===== src/hw/rtl/unsorted_priority_queue_macros.svh =====
// assertion macros for the unsorted priority queue
// no dependencies; included by the modules that carry assertions
`ifndef UNSORTED_PRIORITY_QUEUE_MACROS_SVH
`define UNSORTED_PRIORITY_QUEUE_MACROS_SVH

// same-cycle implication, disabled during reset
`define UPQ_ASSERT_IMPL(lbl, clk, rst_n, ante, cons, msg) \
  lbl: assert property (@(posedge clk) disable iff (!rst_n) (ante) |-> (cons)) \
    else $error(msg);

// next-cycle implication, disabled during reset
`define UPQ_ASSERT_NEXT(lbl, clk, rst_n, ante, cons, msg) \
  lbl: assert property (@(posedge clk) disable iff (!rst_n) (ante) |=> (cons)) \
    else $error(msg);

`endif


===== src/hw/rtl/upq_pkg.sv =====
// shared types and constants for the unsorted priority queue
// no dependencies; imported by every queue module
`default_nettype none

package upq_pkg;

  localparam int unsigned DATA_W     = 32;
  localparam int unsigned ENTRY_W    = 2 * DATA_W;
  localparam int unsigned CAP_W      = 5;
  localparam int unsigned STATUS_W   = 2;
  localparam int unsigned SLOT_OUT_W = 4;
  localparam int unsigned COUNT_OUT_W = 5;
  localparam logic [CAP_W-1:0] CAP_RESET = 5'd16;

  typedef enum logic {
    OP_ENQ = 1'b0,
    OP_DEQ = 1'b1
  } op_e;

  typedef enum logic [STATUS_W-1:0] {
    STS_DONE  = 2'd0,
    STS_FULL  = 2'd1,
    STS_EMPTY = 2'd2
  } status_e;

  typedef enum logic [1:0] {
    S_IDLE,
    S_SCAN,
    S_RESP
  } fsm_e;

  // one stored word: priority in the upper half
  typedef struct packed {
    logic [DATA_W-1:0] prio;
    logic [DATA_W-1:0] value;
  } entry_t;

endpackage

`default_nettype wire


===== src/hw/rtl/upq_ram.sv =====
// entry store: one write port, one read port with registered data
// depends on upq_pkg for the entry type
`default_nettype none

module upq_ram import upq_pkg::*; #(
  parameter int unsigned DEPTH = 16,
  parameter int unsigned AW    = 4
) (
  input  logic          clk_i,
  input  logic          wr_en_i,
  input  logic [AW-1:0] wr_addr_i,
  input  entry_t        wr_data_i,
  input  logic          rd_en_i,
  input  logic [AW-1:0] rd_addr_i,
  output entry_t        rd_data_o
);

  entry_t mem [DEPTH];

  // write port
  always_ff @(posedge clk_i) begin
    if (wr_en_i) begin
      mem[wr_addr_i] <= wr_data_i;
    end
  end

  // registered read port
  always_ff @(posedge clk_i) begin
    if (rd_en_i) begin
      rd_data_o <= mem[rd_addr_i];
    end
  end

endmodule

`default_nettype wire


===== src/hw/rtl/upq_cmp.sv =====
// shared ranking unit: does a candidate entry beat the current best
// depends on upq_pkg for the entry type
`default_nettype none

module upq_cmp import upq_pkg::*; (
  input  entry_t cand_i,
  input  entry_t best_i,
  output logic   better_o
);

  logic prio_gt;
  logic prio_eq;
  logic value_gt;

  // signed priority first, then signed value; a full tie keeps the best
  assign prio_gt  = $signed(cand_i.prio) > $signed(best_i.prio);
  assign prio_eq  = cand_i.prio == best_i.prio;
  assign value_gt = $signed(cand_i.value) > $signed(best_i.value);
  assign better_o = prio_gt || (prio_eq && value_gt);

endmodule

`default_nettype wire


===== src/hw/rtl/unsorted_priority_queue.sv =====
// Unsorted priority queue: top level with sequencer, entry store and ranking unit.
// Enqueue, a dropped enqueue and a dequeue on empty: result strobe in the cycle after
// accept, next word taken after the response state; the receiver cannot stall.
// Dequeue of held entries: one pass through the store's single read port over the old
// slots, then the result strobe and the next word taken after the response state.
// Reset clears the held count and sets the limit to 16; the store is not cleared.
// depends on upq_pkg, upq_ram, upq_cmp and unsorted_priority_queue_macros.svh
`default_nettype none
`include "unsorted_priority_queue_macros.svh"

module unsorted_priority_queue import upq_pkg::*; #(
  parameter int unsigned DEPTH = 16
) (
  input  logic                     clk_i,
  input  logic                     rst_ni,
  input  logic                     start,
  output logic                     busy,
  input  logic                     opcode_i,
  input  logic signed [DATA_W-1:0] entry_value_i,
  input  logic signed [DATA_W-1:0] entry_priority_i,
  input  logic                     cfg_valid_i,
  output logic                     cfg_ready_o,
  input  logic [CAP_W-1:0]         cfg_data_i,
  output logic                     done_o,
  output logic [STATUS_W-1:0]      status_o,
  output logic                     is_empty_o,
  output logic signed [DATA_W-1:0] top_value_o,
  output logic signed [DATA_W-1:0] top_priority_o,
  output logic [SLOT_OUT_W-1:0]    top_slot_o,
  output logic [COUNT_OUT_W-1:0]   entry_count_o
);

  localparam int unsigned AW = $clog2(DEPTH);
  localparam int unsigned CW = $clog2(DEPTH + 1);
  localparam int unsigned LW = (CW > CAP_W) ? CW : CAP_W;

  fsm_e            state_q, state_d;
  logic [CAP_W-1:0] cap_q;
  logic [CW-1:0]   count_q, count_d;
  logic [CW-1:0]   scan_end_q, scan_end_d;
  logic [CW-1:0]   ptr_q, ptr_d;
  logic            rd_vld_q;
  logic [AW-1:0]   rd_idx_q;
  logic [AW-1:0]   rm_slot_q, rm_slot_d;
  entry_t          top_q, top_d;
  logic [AW-1:0]   top_slot_q, top_slot_d;
  logic            best_vld_q, best_vld_d;
  status_e         status_q, status_d;

  logic            accept;
  logic [LW-1:0]   eff_limit;
  logic            full;
  entry_t          new_entry;
  entry_t          cand;
  logic            better;
  logic            issue;
  logic            keep;
  logic            shift_wr;
  logic [AW-1:0]   new_slot;
  logic            take;
  logic            ram_we;
  logic [AW-1:0]   ram_waddr;
  entry_t          ram_wdata;
  entry_t          rd_data;

  assign accept    = start && !busy;
  assign new_entry = '{prio: entry_priority_i, value: entry_value_i};

  // effective limit is the smaller of the register and the depth
  always_comb begin
    if (LW'(cap_q) > LW'(DEPTH)) begin
      eff_limit = LW'(DEPTH);
    end else begin
      eff_limit = LW'(cap_q);
    end
  end
  assign full = LW'(count_q) >= eff_limit;

  // scan pass: read old slots in order, skip the removed one, move later ones down
  assign issue    = (state_q == S_SCAN) && (ptr_q < scan_end_q);
  assign keep     = rd_vld_q && (rd_idx_q != rm_slot_q);
  assign shift_wr = rd_vld_q && (rd_idx_q > rm_slot_q);
  assign new_slot = shift_wr ? (rd_idx_q - AW'(1)) : rd_idx_q;

  // one comparator, fed by the incoming word or by the scanned entry
  assign cand = (state_q == S_SCAN) ? rd_data : new_entry;

  upq_cmp u_cmp (
    .cand_i   (cand),
    .best_i   (top_q),
    .better_o (better)
  );

  assign take = keep && (!best_vld_q || better);

  // store write port: append on enqueue, compaction during the scan
  always_comb begin
    if (state_q == S_SCAN) begin
      ram_we    = shift_wr;
      ram_waddr = new_slot;
      ram_wdata = rd_data;
    end else begin
      ram_we    = accept && (op_e'(opcode_i) == OP_ENQ) && !full;
      ram_waddr = count_q[AW-1:0];
      ram_wdata = new_entry;
    end
  end

  upq_ram #(
    .DEPTH (DEPTH),
    .AW    (AW)
  ) u_ram (
    .clk_i     (clk_i),
    .wr_en_i   (ram_we),
    .wr_addr_i (ram_waddr),
    .wr_data_i (ram_wdata),
    .rd_en_i   (issue),
    .rd_addr_i (ptr_q[AW-1:0]),
    .rd_data_o (rd_data)
  );

  // next state
  always_comb begin
    state_d = state_q;
    unique case (state_q)
      S_IDLE: begin
        if (accept) begin
          if ((op_e'(opcode_i) == OP_DEQ) && (count_q != '0)) begin
            state_d = S_SCAN;
          end else begin
            state_d = S_RESP;
          end
        end
      end
      S_SCAN: begin
        if (!issue && !rd_vld_q) begin
          state_d = S_RESP;
        end
      end
      S_RESP: begin
        state_d = S_IDLE;
      end
      default: begin
        state_d = S_IDLE;
      end
    endcase
  end

  // sequencer outputs
  always_comb begin
    busy   = state_q != S_IDLE;
    done_o = state_q == S_RESP;
  end

  // operation datapath
  always_comb begin
    count_d    = count_q;
    scan_end_d = scan_end_q;
    ptr_d      = ptr_q;
    best_vld_d = best_vld_q;
    status_d   = status_q;
    top_d      = top_q;
    top_slot_d = top_slot_q;
    rm_slot_d  = rm_slot_q;
    if (accept) begin
      if (op_e'(opcode_i) == OP_DEQ) begin
        if (count_q == '0) begin
          status_d = STS_EMPTY;
        end else begin
          status_d   = STS_DONE;
          count_d    = count_q - CW'(1);
          scan_end_d = count_q;
          ptr_d      = '0;
          best_vld_d = 1'b0;
          rm_slot_d  = top_slot_q;
        end
      end else if (full) begin
        status_d = STS_FULL;
      end else begin
        status_d = STS_DONE;
        count_d  = count_q + CW'(1);
        if ((count_q == '0) || better) begin
          top_d      = new_entry;
          top_slot_d = count_q[AW-1:0];
        end
      end
    end
    if (issue) begin
      ptr_d = ptr_q + CW'(1);
    end
    if (take) begin
      top_d      = rd_data;
      top_slot_d = new_slot;
      best_vld_d = 1'b1;
    end
  end

  // control registers
  always_ff @(posedge clk_i or negedge rst_ni) begin
    if (!rst_ni) begin
      state_q  <= S_IDLE;
      cap_q    <= CAP_RESET;
      count_q  <= '0;
      rd_vld_q <= 1'b0;
    end else begin
      state_q  <= state_d;
      count_q  <= count_d;
      rd_vld_q <= issue;
      if (cfg_valid_i && cfg_ready_o) begin
        cap_q <= cfg_data_i;
      end
    end
  end

  // payload registers
  always_ff @(posedge clk_i) begin
    scan_end_q <= scan_end_d;
    ptr_q      <= ptr_d;
    rd_idx_q   <= ptr_q[AW-1:0];
    rm_slot_q  <= rm_slot_d;
    top_q      <= top_d;
    top_slot_q <= top_slot_d;
    best_vld_q <= best_vld_d;
    status_q   <= status_d;
  end

  assign cfg_ready_o = 1'b1;

  // result word: zeros for the top entry when nothing is held
  assign status_o       = status_q;
  assign is_empty_o     = count_q == '0;
  assign top_value_o    = is_empty_o ? '0 : $signed(top_q.value);
  assign top_priority_o = is_empty_o ? '0 : $signed(top_q.prio);
  assign top_slot_o     = is_empty_o ? '0 : SLOT_OUT_W'(top_slot_q);
  assign entry_count_o  = COUNT_OUT_W'(count_q);

  // checks on the sequencer and the scan
  `UPQ_ASSERT_IMPL(a_count_bound, clk_i, rst_ni, 1'b1, count_q <= CW'(DEPTH), "held count above depth")
  `UPQ_ASSERT_NEXT(a_accept_busy, clk_i, rst_ni, start && !busy, busy, "not busy after accept")
  `UPQ_ASSERT_NEXT(a_strobe_single, clk_i, rst_ni, done_o, !done_o, "result strobe longer than one cycle")
  `UPQ_ASSERT_IMPL(a_scan_range, clk_i, rst_ni, rd_vld_q, CW'(rd_idx_q) < scan_end_q, "scan read outside old entries")
  `UPQ_ASSERT_IMPL(a_top_in_range, clk_i, rst_ni, (state_q == S_IDLE) && (count_q != '0), CW'(top_slot_q) < count_q, "top slot outside held entries")

endmodule

`default_nettype wire


===== config.mk =====
export PLATFORM = sky130hd
export DESIGN_NAME = unsorted_priority_queue
export DESIGN_NICKNAME = d
export VERILOG_FILES = /design/src/hw/rtl/upq_pkg.sv /design/src/hw/rtl/upq_ram.sv /design/src/hw/rtl/upq_cmp.sv /design/src/hw/rtl/unsorted_priority_queue.sv
export VERILOG_INCLUDE_DIRS = /design/src /design/src/hw/rtl
export SDC_FILE = /design/constraint.sdc
export NUM_CORES = 1
export LEC_CHECK = 0
export BUFFER_PORTS_ARGS = -buffer_cell sky130_fd_sc_hd__buf_4
export CAP_MARGIN = 20
export CORE_MARGIN = 10
export CORE_UTILIZATION = 45
export DETAILED_ROUTE_END_ITERATION = 12
export PLACE_DENSITY = 0.71
export SLEW_MARGIN = 20
export SYNTH_ARGS = -nofsm -noshare
export SYNTH_HDL_FRONTEND = slang
export SYNTH_SLANG_ARGS = --single-unit

===== constraint.sdc =====
create_clock -name clk_i -period 16.9 [get_ports clk_i]
set_clock_uncertainty 0.05 [all_clocks]
set_input_delay 3.38 -clock clk_i [delete_from_list [all_inputs] [get_ports clk_i]]
set_output_delay 3.38 -clock clk_i [all_outputs]
set_load 0.02 [all_outputs]

**After elaboration in Yosys (flattened, before gate mapping)**

Memories as Yosys holds them, arrays and structs flattened. A register that Yosys moved wholly into a read port is not among the register bits.
Cells that the tools add are included.

- Flip-flop bits (word level): 102
- Memory bits (writable): 1,024
- Input port bits: 74
- Memories: 1

- Add/sub/neg operators: 4
- Order comparisons: 6
- Equality and inequality tests: 11
- Muxes and demuxes: 34
- Bitwise logic cells: 2
- Reduce and logical (&&, ||, !) cells: 31

Memories:

| memory | depth | width | read ports | clocked after Yosys merged registers in | wr ports | RTL line | source |
|---|---|---|---|---|---|---|---|
| u_ram.mem | 16 | 64 | 1 | 1 | 1 | upq_ram.sv:18 | `entry_t mem [DEPTH];` |

Operators by type and width:

| kind | number |
|---|---|
| 64-bit 2-to-1 mux | 6 |
| 32-bit greater-than comparator | 2 |
| 32-bit 2-to-1 mux | 2 |
| 5-bit 2-to-1 mux | 8 |
| 32-bit == test | 1 |
| 4-bit 2-to-1 mux | 8 |
| 5-bit by 1-bit adder with 5-bit output (second input constant) | 2 |
| 1-bit logical AND | 10 |
| 2-bit 2-to-1 mux | 5 |
| 2-bit nonzero test | 5 |
| 3-bit AND reduction | 3 |
| 2-bit by 1-bit != test with 1-bit output (second input constant) | 4 |
| 2-bit != test (second input constant) | 3 |
| 5-bit greater-or-equal comparator | 1 |
| 5-bit greater-than comparator (second input constant) | 1 |
| 1-bit logical NOT | 5 |
| 5-bit logical NOT | 1 |
| 5-bit less-than comparator | 1 |
| 5-bit nonzero test | 1 |
| 5-bit by 1-bit subtractor with 5-bit output (second input constant) | 1 |
| 4-bit greater-than comparator | 1 |
| 1-bit 2-to-1 mux | 4 |
| 4-bit != test | 1 |
| 2-bit one-hot mux with 2 select lines | 1 |
| other kinds (8) | 11 |

**Depth between registers and ports, before layout**

Gate-level depths: netlist of the first run.

- Depth in word-level cells: 11
- Mapped depth: 16
- Gate-level depth less buffers: 12

**Hierarchy**

Synthesis of the first run repeated with hierarchy kept, for this count alone.

- Cell total of the unflattened synthesis: 2,474
- Area total of the unflattened synthesis: 47,832.1 µm²

By module, submodules not included:

| module | times used | cells each | area each (µm²) | seq. area each (µm²) |
|---|---|---|---|---|
| upq_ram | 1 | 1,647 | 40,223.6 | 32,671.3 |
| unsorted_priority_queue | 1 | 601 | 5,959.5 | 2,949.1 |
| upq_cmp | 1 | 226 | 1,649.1 | 0.0 |

**Least setup slack after synthesis of the first run**

No wires, ideal clock.

- Path kind: input port to flip-flop
- Start point: in start
- End point: mem u_ram.mem[11][0] (netlist name), enable pin
- Setup time: 565 ps
- Data arrival time: 8,510 ps
- Setup slack: 7,775 ps
- Cell stages on the path: 4
- Buffers on the path: 0
- Cell sequence: nand2_1 -> a2111oi_1 -> a22oi_1 -> nor3_1

- Cells in the longest elaborated chain, start to end: 6

RTL lines:

| element | RTL line | source |
|---|---|---|
| start, declared | unsorted_priority_queue.sv:16 | `input logic start,` |
| 1-bit logical AND | unsorted_priority_queue.sv:66 | `assign accept = start && !busy;` |
| 1-bit logical AND (2 in a row) | unsorted_priority_queue.sv:103 | `ram_we = accept && (op_e'(opcode_i) == OP_ENQ) && !full;` |
| 1-bit 2-to-1 mux | unsorted_priority_queue.sv:98 | `if (state_q == S_SCAN) begin` |
| 1-bit 2-to-1 mux | upq_ram.sv:22 | `if (wr_en_i) begin` |
| 1-bit 2-to-1 mux (not written as such) | upq_ram.sv:23 | `mem[wr_addr_i] <= wr_data_i;` |
| end, declared | upq_ram.sv:18 |  |

Every way passes these cells.

==> results.sh, run 1 <==
export IMPL_finalHoldViolations=0
export IMPL_ios=153
export IMPL_diodes=0
export IMPL_critPathArrivalTime_ns=8.25
export IMPL_path_delay_family="buffers and inverters"
export IMPL_gr_total_overflow=0
export IMPL_rsz0062_at_grt="no"
export IMPL_register_area_um2=35600
export IMPL_vias_per_cell=5.89
export IMPL_cts_hold_buffers=0
export IMPL_drt_pass1_iterations=5
export IMPL_syn_to_final_growth_pct=13.8
export IMPL_avgSynthCellArea_um2=20.6
export IMPL_cp_common_cell="buf_4"
export IMPL_crit_start="entry_value_i[10]"
export IMPL_vias=23700
export IMPL_async_flop_share_pct=1.09
export IMPL_setup_tns_ns=0
export IMPL_slew_violations=0
export IMPL_worst_path_buf_inv=3
export IMPL_synth_edf_count=1172
export IMPL_critical_path_slowest_cell="buf_4"
export IMPL_dieArea_um2=120000
export IMPL_grt_usage_pct=18.9
export IMPL_final_area_um2=54600
export IMPL_grt_first_pass_wirelength_mm=167
export IMPL_syn_cell_area_um2=48000
export IMPL_regToRegEndpoint="top_q[35]$_DFFE_PP_"
export IMPL_peakVddDrop_mv=0.103
export IMPL_yosysSeqAreaShare_pct=74.2
export IMPL_cts_root_buffer="clkbuf_16"
export IMPL_worst_setup_path_start_kind="primary input"
export IMPL_antenna_found_initial=10
export IMPL_numCtsBuffers=113
export IMPL_row_count=119
export IMPL_syn_num_nets=2481
export IMPL_post_cts_buffers=0
export IMPL_crit_path_end_kind="flop"
export IMPL_htreeDepth=3
export IMPL_slew_headroom_pct=28.2
export IMPL_yosysUniqueCellTypes=59
export IMPL_yosysWarnings=0
export IMPL_cts_buffer_depth=3
export IMPL_crit_fanout=36
export IMPL_rrSetupSlack_ns=10.16
export IMPL_nets=2692
export IMPL_drt_wl_total_mm=115
export IMPL_crit_end="top_q[35]$_DFFE_PP_"
export IMPL_reg2reg_from="state_q[0]$_DFFE_PN0P_"
export IMPL_drv_cap=0
export IMPL_crit_chain="buf_4 > nand2_1 > nand2_1 > ha_1 > nand4_1 > nor4_2 > a21boi_1 > o41ai_1 > a31oi_1 > nor3_2 > o31ai_4 > buf_4 > buf_4 > mux2_4"
export IMPL_fill_cells=7982
export IMPL_setup_ws_ns=9.01
export IMPL_synthCells=2324
export IMPL_slowest_delay_ns=0.86
export IMPL_status="finished clean"
export IMPL_die_w_um=347
export IMPL_p_leak_nw=18.4
export IMPL_worstPathRequired_ns=17.26
export IMPL_finalCritPeriodShare_pct=46.7
export IMPL_ys_ff_latch=1190
export IMPL_clkSinkCount=1190
export IMPL_dp_slack_ns=8.30
export IMPL_dp_hpwl_mm=61.7
export IMPL_cp_num_cells=14
export IMPL_tightest_slew_ns=1.08
export IMPL_r2r_cells=16
export IMPL_p_per_area_nw_per_um2=153
export IMPL_grt_pass1_vias=24500
export IMPL_place_gp_congestion=0.749
export IMPL_finish_utilization_pct=51.7
export IMPL_hp_class="flop to flop"
export IMPL_grt_start_max_net_pins=150
export IMPL_clock_latency_ns=0.69
export IMPL_start_util_pct=45.5
export IMPL_postPlaceCellArea_um2=50900
export IMPL_drtIter0Drc=2478
export IMPL_cts_tree="yes"
export IMPL_clk_pin_slew_worst_paths_ns=0.06
export IMPL_ctsResizeCount=0
export IMPL_drive_above_1_share_pct=29.6
export IMPL_port_buffers=151
export IMPL_core_area_um2=106000
export IMPL_die_y_um=347
export IMPL_drc=0
export IMPL_critical_path_class="primary input to flop"
export IMPL_layout_min_cycle_time_ns=7.89
export IMPL_multi_input_area_um2=11700
export IMPL_ant_nets=0
export IMPL_detail_route_wl_per_cell_um=28.6
export IMPL_max_clock_freq_mhz=127
export IMPL_total_power_w=0.00833
export IMPL_synthFlopType="edfxtp_1"
export IMPL_setup_violations=0
-- per-stage QoR --
| step | std cells | hold WS, ns |
|---|---|---|
| 6_report | 4017 | 0.395 |
| 5_1_grt | 4017 | 0.415 |
| 3_5_place_dp | 3810 | 0.380 |
| 3_3_place_gp | 3810 | 0.378 |
| 4_1_cts | 4016 | 0.395 |
| 2_1_floorplan | 2324 | 0.322 |
-- placed cells by master, fill, tap and decap left out, types with 14 or more instances in the layout --
master and n:
buf_4 195, nor2b_1 14, inv_1 86, edfxtp_1 1172, ha_1 82, clkbuf_1 21
mux2_4 67, mux4_2 320, o21ai_0 15, nand2_1 214, nor2_1 79, clkbuf_16 115
a21oi_1 25, clkinv_2 16, clkinv_1 31
-- worst min-delay path by stage --
stage / from / cells past startpoint / to
6_report: top_slot_q[2]$_DFFE_PP_ / 0 / rm_slot_q[2]$_DFFE_PP_
5_1_grt: top_slot_q[2]$_DFFE_PP_ / 0 / rm_slot_q[2]$_DFFE_PP_
4_1_cts: top_slot_q[2]$_DFFE_PP_ / 0 / rm_slot_q[2]$_DFFE_PP_
3_5_place_dp: top_slot_q[2]$_DFFE_PP_ / 0 / rm_slot_q[2]$_DFFE_PP_
3_3_place_gp: top_slot_q[3]$_DFFE_PP_ / 0 / rm_slot_q[3]$_DFFE_PP_
2_1_floorplan: ptr_q[2]$_SDFFCE_PN0P_ / 0 / rd_idx_q[2]$_DFF_P_
-- final cells by class --
type / count / area share, %
inverters: 87 / 0.600
clock buffers: 136 / 5.42
repair buffers: 199 / 2.83
well taps: 1391 / 3.19
multi-input cells: 944 / 21.5
clock inverters: 70 / 1.27
flip-flops and latches: 1190 / 65.2
-- logic make-up after synthesis --
family	count (synthesis)	share of synthesized area [%]
adder cells (fa/ha/maj)	83	2.18
buffers and inverters	190	1.65
flip-flops	1190	74.2
AO/OA/AOI/OAI	84	1.17
XOR/XNOR	11	0.201
AND/OR/NAND/NOR	367	3.20
multiplexers	398	17.4
other	1	0.00781
-- worst register-to-register path, stage by stage, from the launching register on --
cell and delay (ns):
dfrtp_1 0.46, nor2b_4 0.17, buf_4 0.38, buf_4 0.72
nand2_1 0.14, nand2_1 0.42, ha_1 0.34, a21oi_1 0.21
o21ai_0 0.12, a31oi_1 0.44, o31ai_1 0.17, a211oi_2 0.26
mux2i_1 0.25, o31ai_4 0.34, buf_4 0.73, buf_4 0.89
mux2_4 0.38
-- report_power, final --
| part | leakage, nW | switching, W | internal, W | total, W |
|---|---|---|---|---|
| logic | 5.87 | 0.00124 | 0.000798 | 0.00204 |
| clock network | 1.77 | 0.00107 | 0.00143 | 0.00250 |
| registers | 10.8 | 0.0000746 | 0.00371 | 0.00378 |
-- synthesized netlist by cell type (2+ instances only) --
library cell,n,area share (%)
a21o_1,8,0.13
o21ai_0,15,0.16
nand2_1,215,1.7
mux4_2,320,15
or4_1,2,0.031
inv_1,87,0.68
dfrtp_1,12,0.63
nand4_1,13,0.17
nor4_1,2,0.026
a211oi_1,3,0.047
o31ai_1,2,0.031
buf_8,6,0.19
mux2_4,67,2.1
edfxtp_1,1172,73
dfxtp_1,5,0.21
a31oi_1,3,0.039
mux2_2,4,0.094
nor2_1,92,0.72
a21oi_2,2,0.037
nand2b_1,7,0.091
a211oi_2,2,0.052
o21a_1,3,0.047
and4_1,2,0.037
o21ai_1,5,0.052
nand3_1,6,0.063
a21oi_1,25,0.26
xor2_1,5,0.091
xnor2_1,6,0.11
o211ai_1,3,0.047
nor2b_1,15,0.20
buf_1,30,0.23
clkbuf_1,64,0.50
ha_1,82,2.1
mux2i_1,7,0.15
o2bb2ai_1,2,0.037
nor3_1,7,0.073
-- registers in the layout, indices dropped and copies added (netlist names), 5 cells and up --
name             count
u_ram.mem         1024
top_q               64
u_ram.rd_data_o     64
cap_q                5
entry_count_o        5
ptr_q                5
scan_end_q           5
-- layer usage --
layer / track usage, % / share of wire (%) / vias up
li1: - / - / 9834
met1: 23.0 / 37 / 12600
met2: 33.2 / 52 / 955
met3: 3.95 / 7.6 / 235
met4: 6.42 / 3.4 / 20
met5: 0 / 0.11 / -
Note: power is estimated with default switching activity, not from simulation.
==> run 2: changes to the inputs <==
- ABC_AREA: default -> 1
- PLACE_DENSITY: 0.71 -> 0.73
- clock period: 16.9 -> 7.09 ns (I/O delays scaled with it)
==> run 2 against run 1 <==
  * Non-clock buffer count rose by 9
  * Flip-flop and latch count unchanged
  * First-iteration DRC count up 60%
  * Die area grew 2.9%
  * Via count increased by 36%
  * Core utilization down 0.57 points
  * Final area up 2.1%
  * Sequential share of layout area fell by 1.4 points
  * Register-to-register slack worse by 8.5 ns
  * Setup slack lost 7.4 ns
  * Critical path type is now flop to flop
  * Critical endpoint is now top_q[40]$_DFFE_PP_
  * Highest routed layer unchanged
==> results.sh, run 2 <==
export IMPL_layout_min_cycle_time_ns=5.44
export IMPL_start_util_pct=45.4
export IMPL_synthCells=3890
export IMPL_hp_class="flop to flop"
export IMPL_peakVddDrop_mv=0.232
export IMPL_rsz0062_at_grt="no"
export IMPL_synth_common_cells="edfxtp_1, nand2_1, nor2_1, o21ai_0, inv_1"
export IMPL_clock_latency_ns=0.71
export IMPL_p_int_w=0.0138
export IMPL_hold_path_depth=0
export IMPL_yosysTopAreaCell="edfxtp_1"
export IMPL_layout_commonest_cell="edfxtp_1"
export IMPL_multi_input_area_um2=12300
export IMPL_final_area_um2=55700
export IMPL_finalCritPeriodShare_pct=76.7
export IMPL_nets=4133
export IMPL_rrSetupSlack_ns=1.65
export IMPL_slew_violations=0
export IMPL_critical_path_class="flop to flop"
export IMPL_avgSynthCellArea_um2=12.7
export IMPL_gr_total_overflow=0
export IMPL_max_clock_freq_mhz=184
export IMPL_htreeDepth=3
export IMPL_grt_start_max_net_pins=247
export IMPL_tightest_slew_ns=1.18
export IMPL_syn_num_nets=4047
export IMPL_p_clk_share_pct=28.5
export IMPL_yosys_area_top_type_share_pct=71.1
export IMPL_numCtsBuffers=113
export IMPL_yosysWarnings=0
export IMPL_r2r_cells=17
export IMPL_synth_area_leaders="edfxtp_1, nand2_1, nor2_1, o21ai_0, o32ai_1"
export IMPL_syn_to_final_growth_pct=12.7
export IMPL_synth_edf_count=1172
export IMPL_core_area_um2=109000
export IMPL_dp_hpwl_mm=69.5
export IMPL_grt_first_pass_wirelength_mm=195
export IMPL_cts_tree="yes"
export IMPL_finalHoldViolations=0
export IMPL_antenna_found_initial=9
export IMPL_cts_hold_buffers=0
export IMPL_syn_cell_area_um2=49500
export IMPL_pwr_share_seq_pct=44.3
export IMPL_clk_pin_slew_worst_paths_ns=0.06
export IMPL_drtIter0Drc=3963
export IMPL_yosysUniqueCellTypes=45
export IMPL_top_regs="u_ram.mem: 1024 flops, top_q: 64 flops, u_ram.rd_data_o: 64 flops"
export IMPL_reg2reg_from="state_q[1]$_DFFE_PN0P_"
export IMPL_p_leak_nw=20.0
export IMPL_drt_wl_total_mm=133
export IMPL_register_area_um2=35600
export IMPL_postPlaceCellArea_um2=52100
export IMPL_drc=0
export IMPL_detail_route_wl_per_cell_um=24.2
export IMPL_regToRegEndpoint="top_q[40]$_DFFE_PP_"
export IMPL_die_y_um=352
export IMPL_worstHoldStart="top_slot_q[3]$_DFFE_PP_"
export IMPL_final_cell_mix="edfxtp_1, nand2_1, nor2_1, o21ai_0, buf_4"
export IMPL_yosysMostFrequentCell="edfxtp_1"
export IMPL_post_cts_buffers=0
export IMPL_dieArea_um2=124000
export IMPL_p_per_area_nw_per_um2=370
export IMPL_worst_setup_path_start_kind="flop"
export IMPL_vias=32200
export IMPL_worstPathRequired_ns=7.57
export IMPL_min_to="rm_slot_q[3]$_DFFE_PP_"
export IMPL_row_count=121
export IMPL_setup_violations=0
export IMPL_fill_cells=8942
export IMPL_status="finished clean"
export IMPL_p_sw_w=0.00684
export IMPL_combPwrFrac_pct=27.2
export IMPL_grt_usage_pct=21.0
export IMPL_swShare_pct=33.2
export IMPL_synthFlopType="edfxtp_1"
export IMPL_ctsResizeCount=0
export IMPL_setup_tns_ns=0
export IMPL_largest_reg_flops=1024
export IMPL_place_gp_congestion=0.797
export IMPL_crit_path_end_kind="flop"
export IMPL_die_w_um=352
export IMPL_clkSinkCount=1190
export IMPL_cts_root_buffer="clkbuf_16"
export IMPL_grt_pass1_vias=31000
export IMPL_yosysSeqAreaShare_pct=72.0
export IMPL_critPathArrivalTime_ns=5.92
export IMPL_async_flop_share_pct=1.09
export IMPL_top_register="u_ram.mem"
export IMPL_ios=153
export IMPL_slew_headroom_pct=21.0
export IMPL_ys_ff_latch=1190
export IMPL_cts_buffer_depth=3
export IMPL_vias_per_cell=5.88
export IMPL_port_buffers=151
export IMPL_drive_above_1_share_pct=10.3
export IMPL_drt_pass1_iterations=5
export IMPL_ant_nets=0
export IMPL_drv_cap=0
export IMPL_crit_fanout=68
-- run 2: worst max-delay path, stage by stage, from the launching register on --
cell and delay [ns]:
dfrtp_1 0.44, nor2_4 0.14, clkinv_2 0.72, buf_4 0.50, nand2_1 0.07, nand2_1 0.35, ha_1 0.49, nand4_1 0.14
nor3_1 0.33, nand2_1 0.11, nand2_1 0.10, nand2_1 0.11, nand3_1 0.15, nand3_2 0.15, nand3_4 0.12, buf_4 0.90
nand3_1 0.17, nand2_1 0.16
-- run 2: layout make-up --
| class | count | share of cell area [%] |
|---|---|---|
| antenna | 1 | 0.00449 |
| clock buffer | 139 | 5.40 |
| clock inverter | 66 | 0.979 |
| inverter | 206 | 1.41 |
| multi-input combinational | 2257 | 22.0 |
| sequential | 1190 | 63.9 |
| tap | 1414 | 3.17 |
| timing repair buffer | 208 | 3.15 |
-- run 2: power by group through the flow --
stage	Combinational [W]	Clock (W)	Sequential (W)
finish	0.00561	0.00587	0.00913
global route	0.00617	0.00618	0.00916
CTS	0.00556	0.00590	0.00912
detailed placement	0.00552	0	0.00926
global placement	0.00540	0	0.00925
floorplan	0.00359	0	0.00919
-- run 2: kinds of logic (layout without fill, tap and decap cells) --
logic type / count (synthesis) / in the layout / synth area share, %
AND/OR/NAND/NOR: 1459 / 1459 / 11.8
other: 1 / 2 / 0.00758
buffers and inverters: 443 / 619 / 3.55
multiplexers: 107 / 107 / 2.17
adder cells (fa/ha/maj): 83 / 83 / 2.11
flip-flops: 1190 / 1190 / 72.0
AO/OA/AOI/OAI: 596 / 596 / 8.20
XOR/XNOR: 11 / 11 / 0.195
-- run 2: per-stage QoR --
stage               power, W  hold WS (ns)  instances  setup WS, ns  utilization (%)
floorplan             0.0128         0.338       3890         0.624                -
global placement      0.0147         0.385       5273          1.53             47.8
detailed placement    0.0148         0.394       5273          1.39             47.8
CTS                   0.0206         0.405       5478          1.34             51.1
global route          0.0215         0.428       5480          1.46             51.1
finish                0.0206         0.403       5481          1.65             51.1
-- run 2: metal layers --
metal  up-vias  GRT usage (%)  part of all wire (%)
met3       299           5.21                    12
li1      14300              -                     -
met1     15800           28.3                    39
met2      1857           32.6                    45
met4        16           8.10                   3.3
met5         -              0                 0.078
-- run 2: how the worst max path moves through the flow --
stage                                to  slack (ns)  cells after the start                    from
floorplan            top_q[0]$_DFFE_PP_        0.62                     15    entry_priority_i[31]
global placement    top_q[16]$_DFFE_PP_        1.53                     19  state_q[1]$_DFFE_PN0P_
detailed placement  top_q[20]$_DFFE_PP_        1.39                     19  state_q[1]$_DFFE_PN0P_
CTS                 top_q[46]$_DFFE_PP_        1.34                     19  state_q[1]$_DFFE_PN0P_
global route        top_q[38]$_DFFE_PP_        1.46                     19  state_q[0]$_DFFE_PN0P_
finish              top_q[40]$_DFFE_PP_        1.65                     17  state_q[1]$_DFFE_PN0P_
